--- src/hw/rtl/apa102_frame_generator_unit_defines.svh ---
// Assertion macros shared by the frame generator modules.
// Used by apa102fg_ctrl and apa102fg_dp; depends on nothing else.
`ifndef APA102_FRAME_GENERATOR_UNIT_DEFINES_SVH
`define APA102_FRAME_GENERATOR_UNIT_DEFINES_SVH
`ifndef ASSERT_OFF
// clocked assertion, switched off while reset is asserted (active low)
`define APA_ASSERT(lbl, clk, rstn, prop, msg) \
    lbl: assert property (@(posedge clk) disable iff (!rstn) prop) else $error(msg);
// clocked assertion that also holds during reset
`define APA_ASSERT_ALWAYS(lbl, clk, prop, msg) \
    lbl: assert property (@(posedge clk) prop) else $error(msg);
`else
`define APA_ASSERT(lbl, clk, rstn, prop, msg)
`define APA_ASSERT_ALWAYS(lbl, clk, prop, msg)
`endif
`endif

--- src/hw/rtl/apa102fg_pkg.sv ---
// Shared types and constants for the APA102 frame generator.
// Used by the top level, apa102fg_ctrl and apa102fg_dp; depends on nothing.
`default_nettype none

package apa102fg_pkg;

    // default store size in LEDs
    localparam int MAX_PIXELS_DEFAULT = 256;

    // field widths
    localparam int OP_W     = 2;
    localparam int IDX_W    = 8;
    localparam int COLOR_W  = 8;
    localparam int BYTE_W   = 8;
    localparam int COUNT_W  = 9;
    localparam int ORDER_W  = 6;
    localparam int CFG_IDX_W = 2;
    localparam int CFG_DATA_W = 9;
    localparam int S_TDATA_W = 40;
    localparam int M_TDATA_W = 8;

    // bytes per LED in the store
    localparam int LANES = 3;

    // operation codes
    localparam logic [OP_W-1:0] OP_WRITE = 2'd0;
    localparam logic [OP_W-1:0] OP_START = 2'd1;
    localparam logic [OP_W-1:0] OP_TICK  = 2'd2;

    // register indexes
    localparam logic [CFG_IDX_W-1:0] REG_PIXEL_COUNT = 2'd0;
    localparam logic [CFG_IDX_W-1:0] REG_COLOR_ORDER = 2'd1;

    // register reset values
    localparam logic [COUNT_W-1:0] PIXEL_COUNT_RESET = 9'd256;
    localparam logic [ORDER_W-1:0] COLOR_ORDER_RESET = 6'd36;

    // frame bytes
    localparam logic [BYTE_W-1:0] BYTE_ZERO = 8'h00;
    localparam logic [BYTE_W-1:0] BYTE_ONES = 8'hFF;

    // start frame length and end frame rounding (one end byte per 16 LEDs)
    localparam int START_BYTES = 4;
    localparam int END_ROUND   = 15;
    localparam int END_SHIFT   = 4;

    // controller to datapath
    typedef struct packed {
        logic clear_en;   // clearing pass: write zero at the clear address
        logic accept;     // input beat taken this cycle
        logic load_ram;   // move RAM read data into the output register
    } ctrl_cmd_t;

    // datapath to controller
    typedef struct packed {
        logic clear_last; // clear address is at the final row
        logic tick_reads; // beat on s_tdata is a tick that needs a store read
        logic out_valid;  // output register holds a beat
    } dp_status_t;

endpackage

`default_nettype wire

--- src/hw/rtl/apa102fg_ctrl.sv ---
// Controller for the frame generator: clearing pass, beat acceptance, store read wait.
// Depends on apa102fg_pkg and the assertion macro header.
`default_nettype none
`include "apa102_frame_generator_unit_defines.svh"

module apa102fg_ctrl (
    input  wire logic                    aclk,
    input  wire logic                    aresetn,
    input  wire logic                    s_tvalid,
    output logic                         s_tready,
    input  wire logic                    m_tready,
    input  wire apa102fg_pkg::dp_status_t status,
    output apa102fg_pkg::ctrl_cmd_t      cmd
);

    localparam logic [1:0] ST_CLEAR = 2'd0;
    localparam logic [1:0] ST_IDLE  = 2'd1;
    localparam logic [1:0] ST_READ  = 2'd2;

    logic [1:0] state_reg;
    logic [1:0] state_next;
    logic       ready;

    // take a beat only while idle and when the output register is free or being emptied
    assign ready    = (state_reg == ST_IDLE) && (!status.out_valid || m_tready);
    assign s_tready = ready;

    // drive commands and next state
    always_comb begin
        cmd        = '0;
        state_next = state_reg;
        case (state_reg)
            ST_CLEAR: begin
                cmd.clear_en = 1'b1;
                if (status.clear_last) begin
                    state_next = ST_IDLE;
                end
            end
            ST_IDLE: begin
                cmd.accept = s_tvalid && ready;
                if (cmd.accept && status.tick_reads) begin
                    state_next = ST_READ;
                end
            end
            ST_READ: begin
                cmd.load_ram = 1'b1;
                state_next   = ST_IDLE;
            end
            default: begin
                state_next = ST_IDLE;
            end
        endcase
    end

    // state register
    always_ff @(posedge aclk) begin
        if (!aresetn) begin
            state_reg <= ST_CLEAR;
        end else begin
            state_reg <= state_next;
        end
    end

    `APA_ASSERT(a_no_accept_in_clear, aclk, aresetn, (state_reg == ST_CLEAR) |-> !s_tready, "input taken during clearing pass")
    `APA_ASSERT(a_read_follows_tick, aclk, aresetn, (cmd.accept && status.tick_reads) |=> (state_reg == ST_READ), "store read not waited for")
    `APA_ASSERT(a_read_one_cycle, aclk, aresetn, (state_reg == ST_READ) |=> (state_reg == ST_IDLE), "read wait longer than one cycle")

endmodule

`default_nettype wire

--- config.mk ---
export PLATFORM = sky130hd
export DESIGN_NAME = apa102fg_ctrl
export DESIGN_NICKNAME = d
export VERILOG_FILES = /design/src/hw/rtl/apa102fg_pkg.sv /design/src/hw/rtl/apa102fg_ctrl.sv
export VERILOG_INCLUDE_DIRS = /design/src /design/src/hw/rtl
export SDC_FILE = /design/constraint.sdc
export NUM_CORES = 1
export LEC_CHECK = 0
export ABC_AREA = 1
export ABC_CLOCK_PERIOD_IN_PS = 1300
export BUFFER_PORTS_ARGS = -buffer_cell sky130_fd_sc_hd__buf_2
export CAP_MARGIN = 20
export CELL_PAD_IN_SITES_DETAIL_PLACEMENT = 0
export CELL_PAD_IN_SITES_GLOBAL_PLACEMENT = 1
export CORE_AREA = 3 3 40 42
export CTS_CLUSTER_DIAMETER = 100
export DETAILED_ROUTE_END_ITERATION = 10
export DIE_AREA = 0 0 43 45
export PLACE_DENSITY = 0.37
export SLEW_MARGIN = 20
export SYNTH_ARGS = -nofsm -noshare
export SYNTH_HDL_FRONTEND = slang
export SYNTH_SLANG_ARGS = --single-unit
export TNS_END_PERCENT = 100
--- constraint.sdc ---
create_clock -name aclk -period 1.3 [get_ports aclk]
set_clock_uncertainty 0.1 [all_clocks]
set_input_delay 0.195 -clock aclk [delete_from_list [all_inputs] [get_ports aclk]]
set_output_delay 0.195 -clock aclk [all_outputs]
set_load 0.01 [all_outputs]
; Word-level counts from Yosys, hierarchy flattened
; Index checks and enable logic that the tools add are counted.
[totals]
input_bits = 7
wordCells = 18
ff_bits = 2
[op_classes]
muxes = 6
n_eq_ne = 4
reduce_logical = 7
[ops]
columns = op, n
row1 = 2-bit two-way mux, 2
row2 = 2-bit case mux with 2 select lines, 1
row3 = 1-bit logical AND, 3
row4 = 1-bit two-way mux, 3
row5 = "2-bit by 1-bit == test with 1-bit output, second input constant", 1
row6 = "2-bit == test, second input constant", 1
row7 = 2-bit zero test, 1
row8 = "2-bit by 1-bit != test with 1-bit output, second input constant", 1
row9 = "2-bit != test, second input constant", 1
row10 = 2-bit AND reduction, 1
row11 = 1-bit zero test, 1
row12 = 1-bit logical OR, 1

; Longest topological paths before layout
; Gate-level depths: netlist of run 1.
[depth]
ltp_word = 7
depth_mapped = 5
ltp_nobuf = 5

; Least setup slack after synthesis of run 1
; Ideal clock, no wire load.
[synth_timing]
kind = reg2reg
from = register state_reg[1]
to = register state_reg[0]
path_buffers = 0
required_ns = 1.086
path_slack_ns = 0.350
path_stages_with_launch = 5
arrival_ns = 0.736
path_cell_list = dfxtp_1 > nor2_1 > inv_1 > o21ai_1 > nor2_1
[synth_via]
elab_chain_len = 6
word_cells_on_any_way = 9
cone_classes = eq/ne (3) / mux (1) / reduce/logical (5)
[synth_lines]
columns = element, line_no
row1 = "start, declared", apa102fg_ctrl.sv:20  ; logic [1:0] state_reg;
row2 = "start signal, assigned", apa102fg_ctrl.sv:60  ; state_reg <= state_next;
row3 = 2-bit by 1-bit == test with 1-bit output, "apa102fg_ctrl.sv:25, apa102fg_ctrl.sv:32"
row4 = 1-bit logical AND, apa102fg_ctrl.sv:25  ; assign ready = (state_reg == ST_IDLE) && (!status.out_valid || m_tready);
row5 = 1-bit logical AND, apa102fg_ctrl.sv:40  ; cmd.accept = s_tvalid && ready;
row6 = 1-bit logical AND, apa102fg_ctrl.sv:41  ; if (cmd.accept && status.tick_reads) begin
row7 = 2-bit by 1-bit != test with 1-bit output (no line), -
row8 = 2-bit AND reduction (no line), -
; Several ways; a longest one is shown, not always the timed one.
; A chain may end at the register's enable or synchronous reset.

; Final worst setup path of run 1
[layout_timing]
from = register state_reg[0]
to = output s_tready
[layout_via]
elab_chain_len = 2
[layout_lines]
columns = element, line_no
row1 = 2-bit by 1-bit == test with 1-bit output, apa102fg_ctrl.sv:25
row2 = 1-bit logical AND, apa102fg_ctrl.sv:25
row3 = "end, declared", apa102fg_ctrl.sv:10  ; output logic s_tready,
; Every way passes these cells.

==> reports/metrics.csv, run 1 <==
metric,value,unit
critPathLaunchType,flop,
critPathTopFamily,flip-flops,
synth_cell_types,9,
intPower,0.192,mW
synth_seq_cells,2,
r2r-end,state_reg[0],
post_synth.cell_area_avg,6.65,um^2
fin_worst_hold_slack,112,ps
p_clk_frac,0.549,
critical_path_maximum_fanout,3,
tritoncts.num_buffers,3,
finalNetCount,42,
clock_insertion_delay_worst_skew,230,ps
yosysTopAreaCellShare,0.317,
timing_max_transition_violations_final,0,
post_layout_nonfiller_instances,48,
final.min_clock_period,1240,ps
synth.yosys.seq_area_share,0.317,
cts_hold_repair.buffers,0,
avgRoutedWirePerCell,7.17,um
timing.critical_path.cells,inv_2 -> nor2_4 -> and2_4 -> buf_2,
pin_count,11,
cts.reportedPaths.clkPinSlew,30,ps
dieArea,1940,um^2
route.antenna.remaining_nets,0,
result_of_the_run,"finished, final reports clean",
vias,161,
gate_count_post_synth,19,
first_global_vias,164,
syn-cell-area,126,um^2
path_class,flop to output port,
final_common_cell,buf_2,
power_switching_share,0.248,
r2r-start,state_reg[0],
rsz_0062_raised_after_global_routing,false,
grt_antenna_before_repair,0,
placed_cells,44,
fp.dieW,43,um
path_buf_inv,2,
tightest_slew,158,ps
timing_hold_violations_final,0,
power.static_leakage,0.136,nW
flow.area_growth_from_synthesis,84.2,%
setup_viol,0,
worstSetupStartpoint,state_reg[0],
i_o_buffers,10,
vdd_drop_max,0.239,mV
power.share.sequential,0.269,
drt_pass1_iterations,1,
placed_cell_area,195,um^2
fmaxAchievable,805,MHz
layout.cells.most_common_list,"buf_2, inv_1, nor2_1, clkbuf_4",
syn-num-nets,26,
cts.sinks,2,
cts_root_cell,clkbuf_4,
max_slew_margin,0.895,
switchingPower,0.0633,mW
final_min_period_over_clock_period,0.956,
min-delay-path-class,input port to flop,
crit_cells,4,
power_density,1100,nW/um^2
worst_path_largest_cell_delay,330,ps
cts_buffer_depth,2,
row_count,13,
yosys.area.top_type,dfxtp_1,
layout.cell_area.non_filler,233,um^2
timing.reg2reg.worst_path_depth,6,
vias_per_cell,3.35,
globalRouteTotalUtil,0.0482,
cp-end-kind,output port,
first_iter_violations,0,
routed_wl,344,um
place_congestion,0.692,
floorplan.core_area,1280,um^2
ranking_of_synthesized_cells_by_area,"dfxtp_1, inv_1, nor2_2, nor2_1, nand3_2",
insertedDiodeCount,0,
grt_max_degree,4,
grt_overflow_total,0,
largest_reg_flops,2,
cp.arrival,950,ps
setup.reg_to_reg.worst_slack,290,ps
start_util,0.0983,
cts_max_level,1,
crit_path_end,s_tready,
timing.final.ws_setup,57.6,ps
wire_length_of_the_first_global_routing_pass,586,um
yosys_warnings,0,
die_height,45,um
tritoncts,done,
pre_cts_slack,198,ps
fillerInstances,154,
comb_power_share,0.182,
remaining_drcs,0,
layout-drive-gt1-share,0.636,
worst-endpoint-required,1000,ps
detailedPlacementHpwl,289,um
cap_violations,0,
slowest_stage,dfxtp_2,
stage by stage:
stage | total power [mW] | TNS (ps) | utilization
after floorplan | 0.0901 | 0 | -
after global placement | 0.109 | 0 | 0.152
after detailed placement | 0.109 | 0 | 0.152
after CTS | 0.256 | -3.00 | 0.175
after global routing | 0.272 | 0 | 0.181
final | 0.255 | 0 | 0.181
final cells by class:
| type | instances | area, um^2 | share of cell area |
|---|---|---|---|
| Multi-Input combinational cell | 10 | 66.3 | 0.285 |
| Inverter | 7 | 26.3 | 0.113 |
| Sequential cell | 2 | 41.3 | 0.177 |
| Clock buffer | 3 | 22.5 | 0.0968 |
| Timing Repair Buffer | 11 | 57.6 | 0.247 |
| Tap cell | 15 | 18.8 | 0.0806 |
worst min path at each step:
stage / slack (ps) / from / cells after the start / endpoint
finish: 110 / aresetn / 3 / state_reg[1]
global placement: 350 / aresetn / 3 / state_reg[1]
global route: 130 / aresetn / 3 / state_reg[1]
floorplan: 230 / aresetn / 2 / state_reg[1]
detailed placement: 350 / aresetn / 3 / state_reg[1]
CTS: 110 / aresetn / 3 / state_reg[1]
power by group through the flow:
| stage | combinational [mW] | clock, mW | sequential, mW |
|---|---|---|---|
| 2_1_floorplan | 0.0223 | 0 | 0.0677 |
| 3_3_place_gp | 0.0407 | 0 | 0.0679 |
| 3_5_place_dp | 0.0413 | 0 | 0.0682 |
| 4_1_cts | 0.0438 | 0.145 | 0.0674 |
| 5_1_grt | 0.0528 | 0.151 | 0.0688 |
| 6_report | 0.0463 | 0.140 | 0.0686 |
worst register-to-register path, delay by kind of cell (launching register included):
family                 cells  cell delay, ps
buffers and inverters      2             180
DFF                        1             330
and+or+nand+nor            4             280
per-layer routing:
layer  vias up  track usage  wire length [um]
met1        69       0.0407               138
met5         -            0                 0
met3         0       0.0398                66
met2        11       0.0659               140
li1         81            -                 -
met4         0       0.0542                 0
cells by family after synthesis:
logic type             Yosys count  share of synthesized area
AO/OA/AOI/OAI                    1                     0.0396
buffers and inverters            7                      0.208
flip-flops                       2                      0.317
AND/OR/NAND/NOR                  9                      0.436
repair_timing:
item / 4_1_cts / 5_1_grt
resized for setup: 0 / 4
endpoints found under the hold margin: 0 / 0
pin swaps: 1 / 2
buffers inserted: 1 / 0
setup endpoints to repair: 1 / 2
Yosys cell counts:
cell	count
and2_2	1
dfxtp_1	2
inv_1	7
nand2_1	1
nand3_2	1
nor2_1	3
nor2_2	2
nor3_2	1
o21ai_1	1
Power figures use the tool's default switching activity.
==> inputs of run 2 (changes only) <==
--- a/config.mk
+++ b/config.mk
@@ -7,13 +7,14 @@
 export NUM_CORES = 1
 export LEC_CHECK = 0
 export ABC_AREA = 1
-export ABC_CLOCK_PERIOD_IN_PS = 1300
+export ABC_CLOCK_PERIOD_IN_PS = 1600
 export BUFFER_PORTS_ARGS = -buffer_cell sky130_fd_sc_hd__buf_2
 export CAP_MARGIN = 20
 export CELL_PAD_IN_SITES_DETAIL_PLACEMENT = 0
 export CELL_PAD_IN_SITES_GLOBAL_PLACEMENT = 1
 export CORE_AREA = 3 3 40 42
 export CTS_CLUSTER_DIAMETER = 100
+export CTS_CLUSTER_SIZE = 25
 export DETAILED_ROUTE_END_ITERATION = 10
 export DIE_AREA = 0 0 43 45
 export PLACE_DENSITY = 0.37
==> constraint.sdc (replaced) <==
create_clock -name aclk -period 1.6 [get_ports aclk]
set_clock_uncertainty 0.1 [all_clocks]
set_input_delay 0.24 -clock aclk [delete_from_list [all_inputs] [get_ports aclk]]
set_output_delay 0.24 -clock aclk [all_outputs]
set_load 0.01 [all_outputs]
==> reports/metrics.csv, run 2 (synthesized netlist as in run 1, its figures left out) <==
metric,value,unit
final-seq-area,40.0,um^2
finalNetCount,41,
slowest_stage,dfxtp_1,
final_min_period_over_clock_period,0.838,
place_congestion,0.710,
flow.area_growth_from_synthesis,72.3,%
power.static_leakage,0.131,nW
first_iter_violations,1,
start_util,0.0983,
power_density,906,nW/um^2
globalRouteTotalUtil,0.0390,
timing.critical_path.cells,inv_1 -> nor2_2 -> nand3_2 -> inv_1 -> buf_2,
avgRoutedWirePerCell,6.62,um
vias,141,
path_class,flop to output port,
clock_insertion_delay_worst_skew,220,ps
remaining_drcs,0,
timing.final.ws_setup,259,ps
fp.dieW,43,um
layout.cells.most_common_list,"buf_2, inv_1, nor2_1, clkbuf_4",
pin_count,11,
drt_pass1_iterations,2,
result_of_the_run,"finished, final reports clean",
vdd_drop_max,0.289,mV
routed_wl,311,um
cts.sinks,2,
grt_max_degree,4,
critical_path_maximum_fanout,3,
worst_path_largest_cell_delay,340,ps
grt_overflow_total,0,
timing_hold_violations_final,0,
first_global_vias,119,
critPathLaunchType,flop,
cp.arrival,1000,ps
tritoncts,done,
grt_antenna_before_repair,0,
fillerInstances,150,
wire_length_of_the_first_global_routing_pass,496,um
post_cts_buffers,0,
vias_per_cell,3.00,
max_slew_margin,0.897,
timing_max_transition_violations_final,0,
timing.critical_path.mode_cell,inv_1,
min_delay_path_depth,3,
fmaxAchievable,746,MHz
row_count,13,
cts_root_cell,clkbuf_4,
min-delay-path-class,input port to flop,
cts_resized,0,
largest_reg_flops,2,
timing.reg2reg.worst_path_depth,5,
cts_hold_repair.buffers,0,
route.antenna.remaining_nets,0,
cts_max_level,1,
floorplan.core_area,1280,um^2
pre_cts_slack,468,ps
setup_viol,0,
final_common_cell,buf_2,
layout-drive-gt1-share,0.563,
multi_input_comb_area,60.1,um^2
i_o_buffers,10,
die_height,45,um
dieArea,1940,um^2
tritoncts.num_buffers,3,
rsz_0062_raised_after_global_routing,false,
setup_tns,0,ps
cts.reportedPaths.clkPinSlew,30,ps
tightest_slew,154,ps
insertedDiodeCount,0,
cap_violations,0,
worst-endpoint-required,1260,ps
cts_buffer_depth,2,
cp-end-kind,output port,
final.min_clock_period,1340,ps
==> run 2: cell count changes in the layout (fill, tap and decap cells not counted), sizes merged <==
cell / change
buf: -1
==> run 2: where the power goes <==
part / internal, mW / switching [mW] / leakage (nW)
Combinational: 0.0153 / 0.0172 / 0.101
Sequential: 0.0529 / 0.00185 / 0.0165
Clock: 0.0826 / 0.0273 / 0.0138
==> run 2: layout make-up <==
type	instances	share of cell area
Clock buffer	3	0.103
Tap cell	15	0.0862
Timing Repair Buffer	10	0.230
Inverter	7	0.121
Multi-Input combinational cell	10	0.276
Sequential cell	2	0.184
==> run 2: through the flow <==
step	util	cells	hold WS [ps]	area [um^2]	power [mW]
after floorplan	-	19	271	126	0.0732
after global placement	0.152	44	395	195	0.0882
after detailed placement	0.152	44	393	195	0.0883
after CTS	0.169	47	150	218	0.207
after global routing	0.169	47	172	218	0.219
final	0.169	47	165	218	0.197
==> run 2: routing by layer <==
layer,GRT usage,share of wire
met1,0.0502,0.54
met2,0.0329,0.26
met3,0.0478,0.20
met4,0.0181,0
met5,0,0
==> run 2: final timing paths <==
check | start | end | slack (ps)
worst min-delay path | aresetn | state_reg[1] | 160
worst max-delay path | state_reg[0] | cmd[1] | 260
worst min register to register | state_reg[0] | state_reg[1] | 480
worst max register to register | state_reg[0] | state_reg[0] | 650
==> run 2: critical path: cells and delay by family (launching register included) <==
kind / cells / cell delay [ps]
buffers and inverters: 3 / 240
DFF: 1 / 340
and+or+nand+nor: 2 / 210
